### src/sv/sfp_pkg.sv
// ----------------------------------------------------------------------------
// sfp_pkg
// Types, constants and helpers shared by the six-axis frame parser.
// ----------------------------------------------------------------------------
`default_nettype none

package sfp_pkg;

    localparam int ATTEMPT_LIMIT = 15;
    localparam int PAYLOAD_BYTES = 12;
    localparam int NUM_AXES      = PAYLOAD_BYTES / 2;

    localparam int BYTE_W   = 8;
    localparam int AXIS_W   = 16;
    localparam int SUM_W    = 14;
    localparam int RSUM_W   = 16;
    localparam int BIDX_W   = 5;
    localparam int ATT_W    = $clog2(ATTEMPT_LIMIT + 2);
    localparam int CFG_IDX_W = 1;

    localparam logic [BIDX_W-1:0] INDEX_MAX   = '1;
    localparam logic [AXIS_W-1:0] AXIS_OFFSET = AXIS_W'(8192);

    localparam logic [BYTE_W-1:0] START_MARKER_RST = 8'd150;
    localparam logic [BYTE_W-1:0] END_MARKER_RST   = 8'd141;

    typedef enum logic [CFG_IDX_W-1:0] {
        CFG_START_MARKER = 1'b0,
        CFG_END_MARKER   = 1'b1
    } cfg_reg_t;

    typedef enum logic [1:0] {
        ST_OK       = 2'd0,
        ST_BAD_SUM  = 2'd1,
        ST_NO_START = 2'd2
    } status_t;

    typedef struct packed {
        logic                                 active;
        logic                                 frame_started;
        logic [BIDX_W-1:0]                    byte_index;
        logic [ATT_W-1:0]                     attempt_count;
        logic [SUM_W-1:0]                     sum_accum;
        logic [RSUM_W-1:0]                    sum_received;
        logic [PAYLOAD_BYTES-1:0][BYTE_W-1:0] payload;
    } frame_state_t;

    typedef struct packed {
        logic [NUM_AXES-1:0][AXIS_W-1:0] axes;
        status_t                         status;
    } frame_result_t;

    function automatic logic [AXIS_W-1:0] axis_value(
        input logic [BYTE_W-1:0] hi,
        input logic [BYTE_W-1:0] lo
    );
        logic [AXIS_W-1:0] raw;
        raw = AXIS_W'({hi, 7'b0}) + AXIS_W'(lo);
        return raw - AXIS_OFFSET;
    endfunction

endpackage

`default_nettype wire

### src/sv/sfp_if.sv
// ----------------------------------------------------------------------------
// sfp_if
// Handshake channels of the six-axis frame parser: byte items in, results
// out, and register writes.
// ----------------------------------------------------------------------------
`default_nettype none

interface sfp_in_if;
    logic       valid;
    logic       ready;
    logic       command;
    logic [7:0] rx_byte;

    modport source (output valid, output command, output rx_byte, input ready);
    modport sink   (input valid, input command, input rx_byte, output ready);
endinterface

interface sfp_out_if;
    logic               valid;
    logic               ready;
    logic signed [15:0] axis_x;
    logic signed [15:0] axis_z;
    logic signed [15:0] axis_y;
    logic signed [15:0] rot_tilt_y;
    logic signed [15:0] rot_twist;
    logic signed [15:0] rot_tilt_x;
    logic        [1:0]  status;

    modport source (output valid, output axis_x, output axis_z, output axis_y,
                    output rot_tilt_y, output rot_twist, output rot_tilt_x,
                    output status, input ready);
    modport sink   (input valid, input axis_x, input axis_z, input axis_y,
                    input rot_tilt_y, input rot_twist, input rot_tilt_x,
                    input status, output ready);
endinterface

interface sfp_cfg_if;
    logic       valid;
    logic       ready;
    logic [0:0] index;
    logic [7:0] data;

    modport source (output valid, output index, output data, input ready);
    modport sink   (input valid, input index, input data, output ready);
endinterface

`default_nettype wire

### src/sv/sfp_frame_step.sv
// ----------------------------------------------------------------------------
// sfp_frame_step
// Next-state and result logic for one item: marker detection, payload
// capture, checksum accumulation, timeout and frame close.
// ----------------------------------------------------------------------------
`default_nettype none

module sfp_frame_step (
    input  wire sfp_pkg::frame_state_t         cur,
    input  wire logic                          command,
    input  wire logic [sfp_pkg::BYTE_W-1:0]    rx_byte,
    input  wire logic [sfp_pkg::BYTE_W-1:0]    start_marker,
    input  wire logic [sfp_pkg::BYTE_W-1:0]    end_marker,
    output sfp_pkg::frame_state_t              nxt,
    output logic                               res_vld,
    output sfp_pkg::frame_result_t             res
);
    import sfp_pkg::*;

    logic end_close;
    logic timeout;

    always_comb
    begin
        nxt       = cur;
        end_close = 1'b0;
        timeout   = 1'b0;
        if (!command)
        begin
            nxt        = '0;
            nxt.active = 1'b1;
        end
        else if (cur.active)
        begin
            if (rx_byte == start_marker)
            begin
                nxt.frame_started = 1'b1;
                nxt.sum_accum     = SUM_W'(rx_byte);
                nxt.byte_index    = '0;
                nxt.attempt_count = '0;
                nxt.payload       = '0;
            end
            else
            begin
                end_close = cur.frame_started && (rx_byte == end_marker);
                if (!end_close)
                begin
                    if (cur.frame_started)
                    begin
                        if (cur.byte_index < BIDX_W'(PAYLOAD_BYTES))
                        begin
                            for (int i = 0; i < PAYLOAD_BYTES; i++)
                            begin
                                if (cur.byte_index == BIDX_W'(i))
                                    nxt.payload[i] = rx_byte;
                            end
                            nxt.sum_accum = cur.sum_accum + SUM_W'(rx_byte);
                        end
                        else if (cur.byte_index == BIDX_W'(PAYLOAD_BYTES))
                            nxt.sum_received = RSUM_W'({rx_byte, 7'b0});
                        else
                            nxt.sum_received = cur.sum_received + RSUM_W'(rx_byte);
                        if (cur.byte_index != INDEX_MAX)
                            nxt.byte_index = cur.byte_index + 1'b1;
                    end
                    nxt.attempt_count = cur.attempt_count + 1'b1;
                    timeout = nxt.attempt_count > ATT_W'(ATTEMPT_LIMIT);
                end
            end
            if (end_close || timeout)
                nxt.active = 1'b0;
        end
    end

    assign res_vld = command && cur.active && (end_close || timeout);

    always_comb
    begin
        if (!nxt.frame_started)
            res.status = ST_NO_START;
        else if (nxt.sum_received == RSUM_W'(nxt.sum_accum))
            res.status = ST_OK;
        else
            res.status = ST_BAD_SUM;
        for (int k = 0; k < NUM_AXES; k++)
        begin
            if (res.status == ST_OK)
                res.axes[k] = axis_value(nxt.payload[2*k], nxt.payload[2*k+1]);
            else
                res.axes[k] = '0;
        end
    end

endmodule

`default_nettype wire

### src/sv/six_axis_serial_frame_parser_top.sv
// ----------------------------------------------------------------------------
// six_axis_serial_frame_parser_top
// Parses reply frames of a six-axis input device, one serial byte per item.
//
// item:   command 0 opens a transaction, command 1 carries one received byte.
// result: six axis values and a status, one per closed frame (end marker or
//         attempt timeout); axes are zero unless the status is valid.
// cfg:    register writes (0 start marker, 1 end marker), always ready;
//         write only while no item is in flight.
// Timing: an item is processed from the input register, and that same edge
// loads its result, if any. One item per cycle sustained when not stalled:
// input register, single-pass next-state logic, result register.
// When the result receiver stalls, the pending result holds, processing
// stops and the input register fills; item.ready drops only when both are
// occupied. Reset clears the transaction state, empties both registers and
// loads the default markers (150 start, 141 end).
// ----------------------------------------------------------------------------
`default_nettype none

module six_axis_serial_frame_parser_top (
    input  wire logic    clk,
    input  wire logic    rst_n,
    sfp_in_if.sink       item,
    sfp_out_if.source    result,
    sfp_cfg_if.sink      cfg
);
    import sfp_pkg::*;

    logic                in_vld_reg;
    logic                in_cmd_reg;
    logic [BYTE_W-1:0]   in_byte_reg;
    logic                res_vld_reg;
    frame_result_t       res_reg;
    frame_state_t        state_reg;
    frame_state_t        state_next;
    frame_result_t       res_next;
    logic                res_hit;
    logic [BYTE_W-1:0]   start_marker_reg;
    logic [BYTE_W-1:0]   end_marker_reg;
    logic                proc_en;

    assign proc_en    = in_vld_reg && (!res_vld_reg || result.ready);
    assign item.ready = !in_vld_reg || proc_en;
    assign cfg.ready  = 1'b1;

    sfp_frame_step u_step (
        .cur          (state_reg),
        .command      (in_cmd_reg),
        .rx_byte      (in_byte_reg),
        .start_marker (start_marker_reg),
        .end_marker   (end_marker_reg),
        .nxt          (state_next),
        .res_vld      (res_hit),
        .res          (res_next)
    );

    always_ff @(posedge clk or negedge rst_n)
    begin
        if (!rst_n)
        begin
            start_marker_reg <= START_MARKER_RST;
            end_marker_reg   <= END_MARKER_RST;
        end
        else if (cfg.valid)
        begin
            case (cfg_reg_t'(cfg.index))
                CFG_START_MARKER: start_marker_reg <= cfg.data;
                CFG_END_MARKER:   end_marker_reg   <= cfg.data;
                default: ;
            endcase
        end
    end

    always_ff @(posedge clk or negedge rst_n)
    begin
        if (!rst_n)
            in_vld_reg <= 1'b0;
        else if (item.ready)
            in_vld_reg <= item.valid;
    end

    always_ff @(posedge clk)
    begin
        if (item.ready && item.valid)
        begin
            in_cmd_reg  <= item.command;
            in_byte_reg <= item.rx_byte;
        end
    end

    always_ff @(posedge clk or negedge rst_n)
    begin
        if (!rst_n)
            state_reg <= '0;
        else if (proc_en)
            state_reg <= state_next;
    end

    always_ff @(posedge clk or negedge rst_n)
    begin
        if (!rst_n)
            res_vld_reg <= 1'b0;
        else if (proc_en)
            res_vld_reg <= res_hit;
        else if (result.ready)
            res_vld_reg <= 1'b0;
    end

    always_ff @(posedge clk)
    begin
        if (proc_en && res_hit)
            res_reg <= res_next;
    end

    assign result.valid      = res_vld_reg;
    assign result.axis_x     = res_reg.axes[0];
    assign result.axis_z     = res_reg.axes[1];
    assign result.axis_y     = res_reg.axes[2];
    assign result.rot_tilt_y = res_reg.axes[3];
    assign result.rot_twist  = res_reg.axes[4];
    assign result.rot_tilt_x = res_reg.axes[5];
    assign result.status     = res_reg.status;

    // closing a frame ends the transaction
    a_close_ends: assert property (@(posedge clk) disable iff (!rst_n)
        proc_en && res_hit |=> !state_reg.active)
        else $error("transaction still open after frame close");

    // begin opens a clean transaction
    a_begin_clears: assert property (@(posedge clk) disable iff (!rst_n)
        proc_en && !in_cmd_reg |=> state_reg.active && !state_reg.frame_started
            && state_reg.attempt_count == '0)
        else $error("begin did not reset transaction state");

    // error results carry zero axes
    a_err_zero: assert property (@(posedge clk) disable iff (!rst_n)
        res_vld_reg && res_reg.status != ST_OK |-> res_reg.axes == '0)
        else $error("nonzero axes on error result");

endmodule

`default_nettype wire

### src/flat_wrapper.sv
// flat-port wrapper written by rule: the top's interface ports become plain ports
module six_axis_serial_frame_parser_top_flat import sfp_pkg::*;
  (clk, rst_n, item_valid, item_command, item_rx_byte, item_ready, result_valid, result_axis_x, result_axis_z, result_axis_y, result_rot_tilt_y, result_rot_twist, result_rot_tilt_x, result_status, result_ready, cfg_valid, cfg_index, cfg_data, cfg_ready);
  sfp_in_if item_i ();
  sfp_out_if result_i ();
  sfp_cfg_if cfg_i ();
  input  wire logic clk;
  input  wire logic rst_n;
  input wire logic [$bits(item_i.valid)-1:0] item_valid;
  input wire logic [$bits(item_i.command)-1:0] item_command;
  input wire logic [$bits(item_i.rx_byte)-1:0] item_rx_byte;
  output wire logic [$bits(item_i.ready)-1:0] item_ready;
  output wire logic [$bits(result_i.valid)-1:0] result_valid;
  output wire logic [$bits(result_i.axis_x)-1:0] result_axis_x;
  output wire logic [$bits(result_i.axis_z)-1:0] result_axis_z;
  output wire logic [$bits(result_i.axis_y)-1:0] result_axis_y;
  output wire logic [$bits(result_i.rot_tilt_y)-1:0] result_rot_tilt_y;
  output wire logic [$bits(result_i.rot_twist)-1:0] result_rot_twist;
  output wire logic [$bits(result_i.rot_tilt_x)-1:0] result_rot_tilt_x;
  output wire logic [$bits(result_i.status)-1:0] result_status;
  input wire logic [$bits(result_i.ready)-1:0] result_ready;
  input wire logic [$bits(cfg_i.valid)-1:0] cfg_valid;
  input wire logic [$bits(cfg_i.index)-1:0] cfg_index;
  input wire logic [$bits(cfg_i.data)-1:0] cfg_data;
  output wire logic [$bits(cfg_i.ready)-1:0] cfg_ready;
  assign item_i.valid = item_valid;
  assign item_i.command = item_command;
  assign item_i.rx_byte = item_rx_byte;
  assign item_ready = item_i.ready;
  assign result_valid = result_i.valid;
  assign result_axis_x = result_i.axis_x;
  assign result_axis_z = result_i.axis_z;
  assign result_axis_y = result_i.axis_y;
  assign result_rot_tilt_y = result_i.rot_tilt_y;
  assign result_rot_twist = result_i.rot_twist;
  assign result_rot_tilt_x = result_i.rot_tilt_x;
  assign result_status = result_i.status;
  assign result_i.ready = result_ready;
  assign cfg_i.valid = cfg_valid;
  assign cfg_i.index = cfg_index;
  assign cfg_i.data = cfg_data;
  assign cfg_ready = cfg_i.ready;
  six_axis_serial_frame_parser_top u_core (.clk(clk), .rst_n(rst_n), .item(item_i), .result(result_i), .cfg(cfg_i));
endmodule
### config.mk
export PLATFORM = sky130hd
export DESIGN_NAME = six_axis_serial_frame_parser_top_flat
export DESIGN_NICKNAME = d
export VERILOG_FILES = /design/src/sv/sfp_pkg.sv /design/src/sv/sfp_if.sv /design/src/sv/sfp_frame_step.sv /design/src/sv/six_axis_serial_frame_parser_top.sv /design/src/flat_wrapper.sv
export SDC_FILE = /design/constraint.sdc
export NUM_CORES = 1
export LEC_CHECK = 0
export BUFFER_PORTS_ARGS = -buffer_cell sky130_fd_sc_hd__buf_2
export CORE_UTILIZATION = 35
export CTS_BUF_LIST = sky130_fd_sc_hd__clkbuf_8 sky130_fd_sc_hd__clkbuf_16
export DETAILED_ROUTE_END_ITERATION = 6
export MAX_ROUTING_LAYER = met4
export PLACE_DENSITY = 0.53
export SYNTH_ARGS = -nofsm -noshare
export SYNTH_HDL_FRONTEND = slang
export SYNTH_SLANG_ARGS = --single-unit
### constraint.sdc
create_clock -name clk -period 13 [get_ports clk]
set_input_delay 0 -clock clk [delete_from_list [all_inputs] [get_ports clk]]
set_output_delay 0 -clock clk [all_outputs]
set_load 0.01 [all_outputs]
After elaboration in Yosys (flattened, before gate mapping)
Index checks and enable logic that the tools add are counted.
{ "op_classes": {"addsub": 16, "n_lt_le_gt_ge": 2, "n_eq_ne": 20, "n_mux": 42, "n_bitwise": 1, "n_reduce_logical": 19} }
{ "ops": {"columns": ["operator", "n"], "rows": [
  ["$mux 138", 2],
  ["$mux 96", 2],
  ["$mux 136", 1],
  ["$mux 126", 1],
  ["$add 15x8->16", 6],
  ["$mux 8", 12],
  ["$sub 16x14->16 const B", 6],
  ["$mux 16", 3],
  ["$eq 5x4->1 const B", 5],
  ["$mux 24", 1],
  ["$eq 5x3->1 const B", 4],
  ["$add 16x8->16", 1],
  ["$eq 16x14->1", 1],
  ["$eq 8x8->1", 2],
  ["$mux 1", 16],
  ["$add 14x8->14", 1],
  ["$mux 14", 1],
  ["$add 5x1->5 const B", 2],
  ["$eq 5x2->1 const B", 2],
  ["$mux 5", 2],
  ["$ne 3x3->1 const B", 3],
  ["$logic_and 1x1->1", 6],
  ["$eq 5x1->1 const B", 1],
  ["$gt 5x4->1 const B", 1],
  ["other kinds (13)", 18]
]} }
{ "word_totals": {"register_bits": 263, "inputBits": 23} }

Longest topological paths before layout
{ "logic_depth": {"ltp_word": 14, "mapped_depth": 17, "mapped_depth_nobuf": 13} }

Hierarchy
A second synthesis with hierarchy kept.
{ "hier_totals": {"hier_cells": 1417, "hier_area_um2": 15267.1} }
{ "by_module_without_submodules": {"columns": ["mod", "n_inst", "cells_per_inst", "area_each_um2"], "rows": [
  ["six_axis_serial_frame_parser_top", 1, 446, 9486.6],
  ["sfp_frame_step", 1, 971, 5780.5]
]} }

Worst setup path after synthesis
OpenSTA, ideal clock, no wires.
{ "synth_timing": {"kind": "reg-to-reg", "startpoint": "register u_core.in_byte_reg[0]", "endpoint": "register u_core.res_reg (netlist bit u_core.result.axis_x[0]), enable pin", "setup_ns": 0.556, "arrival_time_ns": 5.536, "required_ns": 12.444, "path_slack_ns": 6.908, "stages_incl_launch_ff": 9, "path_buffers": 1, "path_cell_list": "edfxtp_1 -> buf_6 -> xnor2_1 -> nand4_2 -> nor2_1 -> nand2_1 -> o311ai_0 -> nand3_1 -> nor2_1"} }
{ "synth_via": {"elab_chain_cells": 11, "elab_cells_between_ends": 17} }
{ "synth_rtl": {"columns": ["element", "line_no", "source"], "rows": [
  ["start: declaration", "six_axis_serial_frame_parser_top.sv:31", "logic [BYTE_W-1:0] in_byte_reg;"],
  ["start signal: assignment", "six_axis_serial_frame_parser_top.sv:87", "in_byte_reg <= item.rx_byte;"],
  ["$eq 8x8->1", "sfp_frame_step.sv:45", "end_close = cur.frame_started && (rx_byte == end_marker);"],
  ["$logic_and 1x1->1", "sfp_frame_step.sv:45", null],
  ["$mux 1", "sfp_frame_step.sv:46", "if (!end_close)"],
  ["$mux 1", "sfp_frame_step.sv:35", "if (rx_byte == start_marker)"],
  ["$mux 1", "sfp_frame_step.sv:33", "else if (cur.active)"],
  ["$mux 1", "sfp_frame_step.sv:28", "if (!command)"],
  ["$mux 1", "sfp_frame_step.sv:33", null],
  ["$mux 1", "sfp_frame_step.sv:28", null],
  ["$logic_or 1x1->1 *", "sfp_frame_step.sv:75", "assign res_vld = command && cur.active && (end_close || timeout);"],
  ["$logic_and 1x1->1 *", "sfp_frame_step.sv:75", null],
  ["$logic_and 1x1->1 *", "six_axis_serial_frame_parser_top.sv:111", "if (proc_en && res_hit)"],
  ["end signal: assignment", "six_axis_serial_frame_parser_top.sv:112", "res_reg <= res_next;"],
  ["end: declaration", "six_axis_serial_frame_parser_top.sv:33", "frame_result_t res_reg;"]
]} }
Every way passes the cells marked *; elsewhere a longest branch is shown, timed or not. The select of a mux whose other input is x is not followed.
A chain may end at the register's enable or synchronous reset.

Worst setup path after layout
{ "layout_timing": {"startpoint": "register u_core.in_byte_reg[0]", "endpoint": "register u_core.res_reg (netlist bit u_core.result.rot_tilt_x[15]), data pin"} }
{ "layout_via": {"elab_chain_cells": 12, "elab_cells_between_ends": 25} }
{ "layout_rtl": {"columns": ["element", "line_no", "source"], "rows": [
  ["$add 16x8->16", "sfp_frame_step.sv:62", "nxt.sum_received = cur.sum_received + RSUM_W'(rx_byte);"],
  ["$mux 16", "sfp_frame_step.sv:59", "else if (cur.byte_index == BIDX_W'(PAYLOAD_BYTES))"],
  ["$mux 16", "sfp_frame_step.sv:50", "if (cur.byte_index < BIDX_W'(PAYLOAD_BYTES))"],
  ["$mux 126", "sfp_frame_step.sv:48", "if (cur.frame_started)"],
  ["$mux 136", "sfp_frame_step.sv:46", null],
  ["$mux 16", "sfp_frame_step.sv:35", null],
  ["$mux 138 *", "sfp_frame_step.sv:33", null],
  ["$mux 138 *", "sfp_frame_step.sv:28", null],
  ["branches (longest 4 deep; another with $add 15x8->16)", null, null]
]} }
Every way passes the cells marked *. The select of a mux whose other input is x is not followed.

==> flow_metrics.env <==
export IMPL_status="finished, violations left"
export IMPL_violations="negative hold slack"
export IMPL_ir_drop_mv=0.106
export IMPL_vias_per_cell=5.63
export IMPL_hold_viol=2
export IMPL_rows=73
export IMPL_critPathMaxFanout=70
export IMPL_cts_root_buf="clkbuf_16"
export IMPL_leakagePower_nw=6.57
export IMPL_min_period_ns=4.91
export IMPL_drive_above_1_share_pct=15.9
export IMPL_synthArstFlopShare_pct=59.3
export IMPL_tns_ns=0
export IMPL_drc=0
export IMPL_post_cts_buffers=0
export IMPL_io_pins=124
export IMPL_grt_overflow=0
export IMPL_synth_top_cell_area_share_pct=26.1
export IMPL_wl_per_cell_um=20.2
export IMPL_postSynthCellCount=1375
export IMPL_yosys_area_top_type="dfrtp_1"
export IMPL_p_per_area_nw_per_um2=126
export IMPL_synthXorXnorAreaFrac_pct=3.70
export IMPL_cp_required_ns=13.42
export IMPL_hp_class="primary input to asynchronous set/reset pin"
export IMPL_grt_use_total_pct=20.5
export IMPL_maxSlewHeadroom_pct=15.4
export IMPL_fp_dieW_um=203
export IMPL_setup_viol=0
export IMPL_path_clk_slew_ns=0.06
export IMPL_coreArea_um2=39900
export IMPL_max_cap_viol_count=0
export IMPL_fin_hold_ws_ns=-0.00492
export IMPL_drt_pass1_iter_count=5
export IMPL_drt_iter0_drc=966
export IMPL_nNetsFinal=1548
export IMPL_start_util_pct=35.6
export IMPL_synth_area_top_cells="dfrtp_1, edfxtp_1, a22o_1"
export IMPL_synth_simple_gate_area_share_pct=14.1
export IMPL_synth_ff_type="dfrtp_1"
export IMPL_clockBufferDepth=3
export IMPL_clk_latency_ns=0.60
export IMPL_cp_start_kind="register"
export IMPL_synth_edff_count=107
export IMPL_postSynthAreaPerCell_um2=10.3
export IMPL_synth_area_mux_share_pct=1.81
export IMPL_postRouteAntennaNets=0
export IMPL_diodes=0
export IMPL_clkSinkCount=263
export IMPL_ys_seq_area_share_pct=50.2
export IMPL_synthAdderAreaFrac_pct=3.37
export IMPL_numPortBuffers=122
export IMPL_grt_pass1_wl_mm=64.7
export IMPL_yosysUniqueCellTypes=77
export IMPL_skew_ns=0.0168
export IMPL_h_tree_depth=1
export IMPL_yosysWarnings=0
export IMPL_synth_seq_cells=263
export IMPL_hpwlAfterDp_mm=26.3
export IMPL_worstPathArrival_ns=5.33
export IMPL_synth_nets=1435
export IMPL_synth_compound_area_share_pct=22.9
export IMPL_worstSetupPathType="register to register"
export IMPL_cts_tree="built"
export IMPL_hold_buffers=25
export IMPL_worst_slew_pin_slew_ns=1.26
export IMPL_grt_pass1_vias=11200
export IMPL_routed_wl_mm=41.2
export IMPL_die_area_um2=41400
export IMPL_worstSetupEndpointType="register"
export IMPL_period_share_pct=37.8
export IMPL_vias=11500
export IMPL_fp_dieH_um=203
export IMPL_syn_area_um2=14200
export IMPL_fmax_ghz=0.204
export IMPL_antenna_found_initial=0
export IMPL_synth_top_family_by_area="compound AO/OA/AOI/OAI gates"
export IMPL_gp_congestion=0.878
export IMPL_largest_reg_flops=138
export IMPL_rsz0062_at_grt="no"
export IMPL_grt_max_degree=73
export IMPL_post_cts_resize_count=0
export IMPL_numCtsBuffers=31
export IMPL_maxSlewViolCount=0
export IMPL_syn_to_final_growth_pct=17.1
## cell families after synthesis
kind of cell,count (synthesis)
and+or+nand+nor,417
muxes,23
AOI/OAI and AO/OA,450
buffers and inverters,124
adders and majority gates,37
xor gates and xnor gates,60
other,1
DFF,263
## Yosys cell counts, types with 9 or more instances
cell	instances
dfrtp_1	148
o31ai_1	9
and2_1	9
a22oi_1	57
nand3_1	32
nor2b_1	11
a31oi_1	9
a211oi_1	13
ha_1	35
o21ai_1	23
nand2b_1	19
edfxtp_1	107
buf_2	10
a21oi_1	46
clkbuf_1	63
xor2_1	24
a22o_1	122
o21ai_0	78
a32oi_1	11
buf_6	10
nand2_1	87
xnor2_1	36
nor3_1	25
nor2_1	159
inv_1	35
and3_1	26
mux2_2	17
## final cells by class
cell class / instances / area, um2
Inverter: 35 / 131
Sequential cell: 263 / 7130
Clock buffer: 35 / 842
Multi-Input combinational cell: 988 / 6530
Tap cell: 525 / 657
Clock inverter: 23 / 302
Timing Repair Buffer: 169 / 1030
Fill cell: 3859 / 23300
## power by group
group / internal, W / leakage [nW] / switching [W]
combinational: 0.0000705 / 2.87 / 0.000150
clock: 0.000602 / 0.575 / 0.000364
sequential: 0.000882 / 3.12 / 0.0000194
total: 0.00155 / 6.57 / 0.000533
## worst max-delay path, cell delays in order (launching register included)
cell and delay (ns):
edfxtp_1 0.33, buf_4 0.40, ha_1 0.28, inv_1 0.06, fa_1 0.38, nand2b_1 0.19
a21o_1 0.20, a31oi_1 0.41, a31oi_1 0.15, o21a_1 0.21, o21ai_1 0.20, nand4b_1 0.11
or4b_1 0.47, or3_4 0.52, buf_4 0.39, nor4_4 0.34
## placed cells by master, fill, tap and decap left out, types with 24 or more instances in the layout
| cell type | Yosys | routed |
|---|---|---|
| a21oi_1 | 46 | 46 |
| a22o_1 | 122 | 122 |
| a22oi_1 | 57 | 57 |
| and3_1 | 26 | 26 |
| buf_2 | 10 | 121 |
| clkbuf_16 | 0 | 32 |
| dfrtp_1 | 148 | 148 |
| dlygate4sd3_1 | 0 | 25 |
| edfxtp_1 | 107 | 107 |
| ha_1 | 35 | 35 |
| inv_1 | 35 | 41 |
| nand2_1 | 87 | 87 |
| nand3_1 | 32 | 32 |
| nor2_1 | 159 | 158 |
| nor3_1 | 25 | 25 |
| o21ai_0 | 78 | 77 |
| o21ai_1 | 23 | 24 |
| xnor2_1 | 36 | 36 |
| xor2_1 | 24 | 24 |
## routing by layer
layer	routed length [um]	share of wire, %	GRT usage [%]	up-vias
li1	-	-	-	5390
met1	19900	48	29.6	5645
met2	17900	43	30.0	373
met3	2310	5.6	2.73	75
met4	1070	2.6	6.02	0
met5	0	0	-	-
## path summary, 6_finish.rpt
check / endpoint / start / cells after the start / slack, ns
min in group clk: u_core.in_byte_reg[3] / item_rx_byte[3] / 2 / 0.11
max in group asynchronous: u_core.state_reg[124] / rst_n / 3 / 11.91
setup reg to reg: u_core.result.rot_tilt_x[15] / u_core.in_byte_reg[0] / 15 / 8.09
setup / recovery: u_core.result.rot_tilt_x[15] / u_core.in_byte_reg[0] / 15 / 8.09
hold reg to reg: u_core.state_reg[52] / u_core.state_reg[52] / 1 / 0.50
hold / removal: u_core.state_reg[14] / rst_n / 2 / -0.005
## through the flow
| step | instance area (um2) | setup slack, ns | util, % | power, W | std cells |
|---|---|---|---|---|---|
| 2_1_floorplan | 14200 | 6.91 | - | 0.00105 | 1375 |
| 3_3_place_gp | 15200 | 8.25 | 38.2 | 0.00113 | 1955 |
| 3_5_place_dp | 15200 | 8.13 | 38.2 | 0.00113 | 1955 |
| 4_1_cts | 16600 | 8.11 | 41.6 | 0.00211 | 2038 |
| 5_1_grt | 16600 | 7.82 | 41.6 | 0.00217 | 2038 |
| 6_report | 16600 | 8.09 | 41.6 | 0.00209 | 2038 |
No activity file was read; power rests on OpenSTA's default activity.
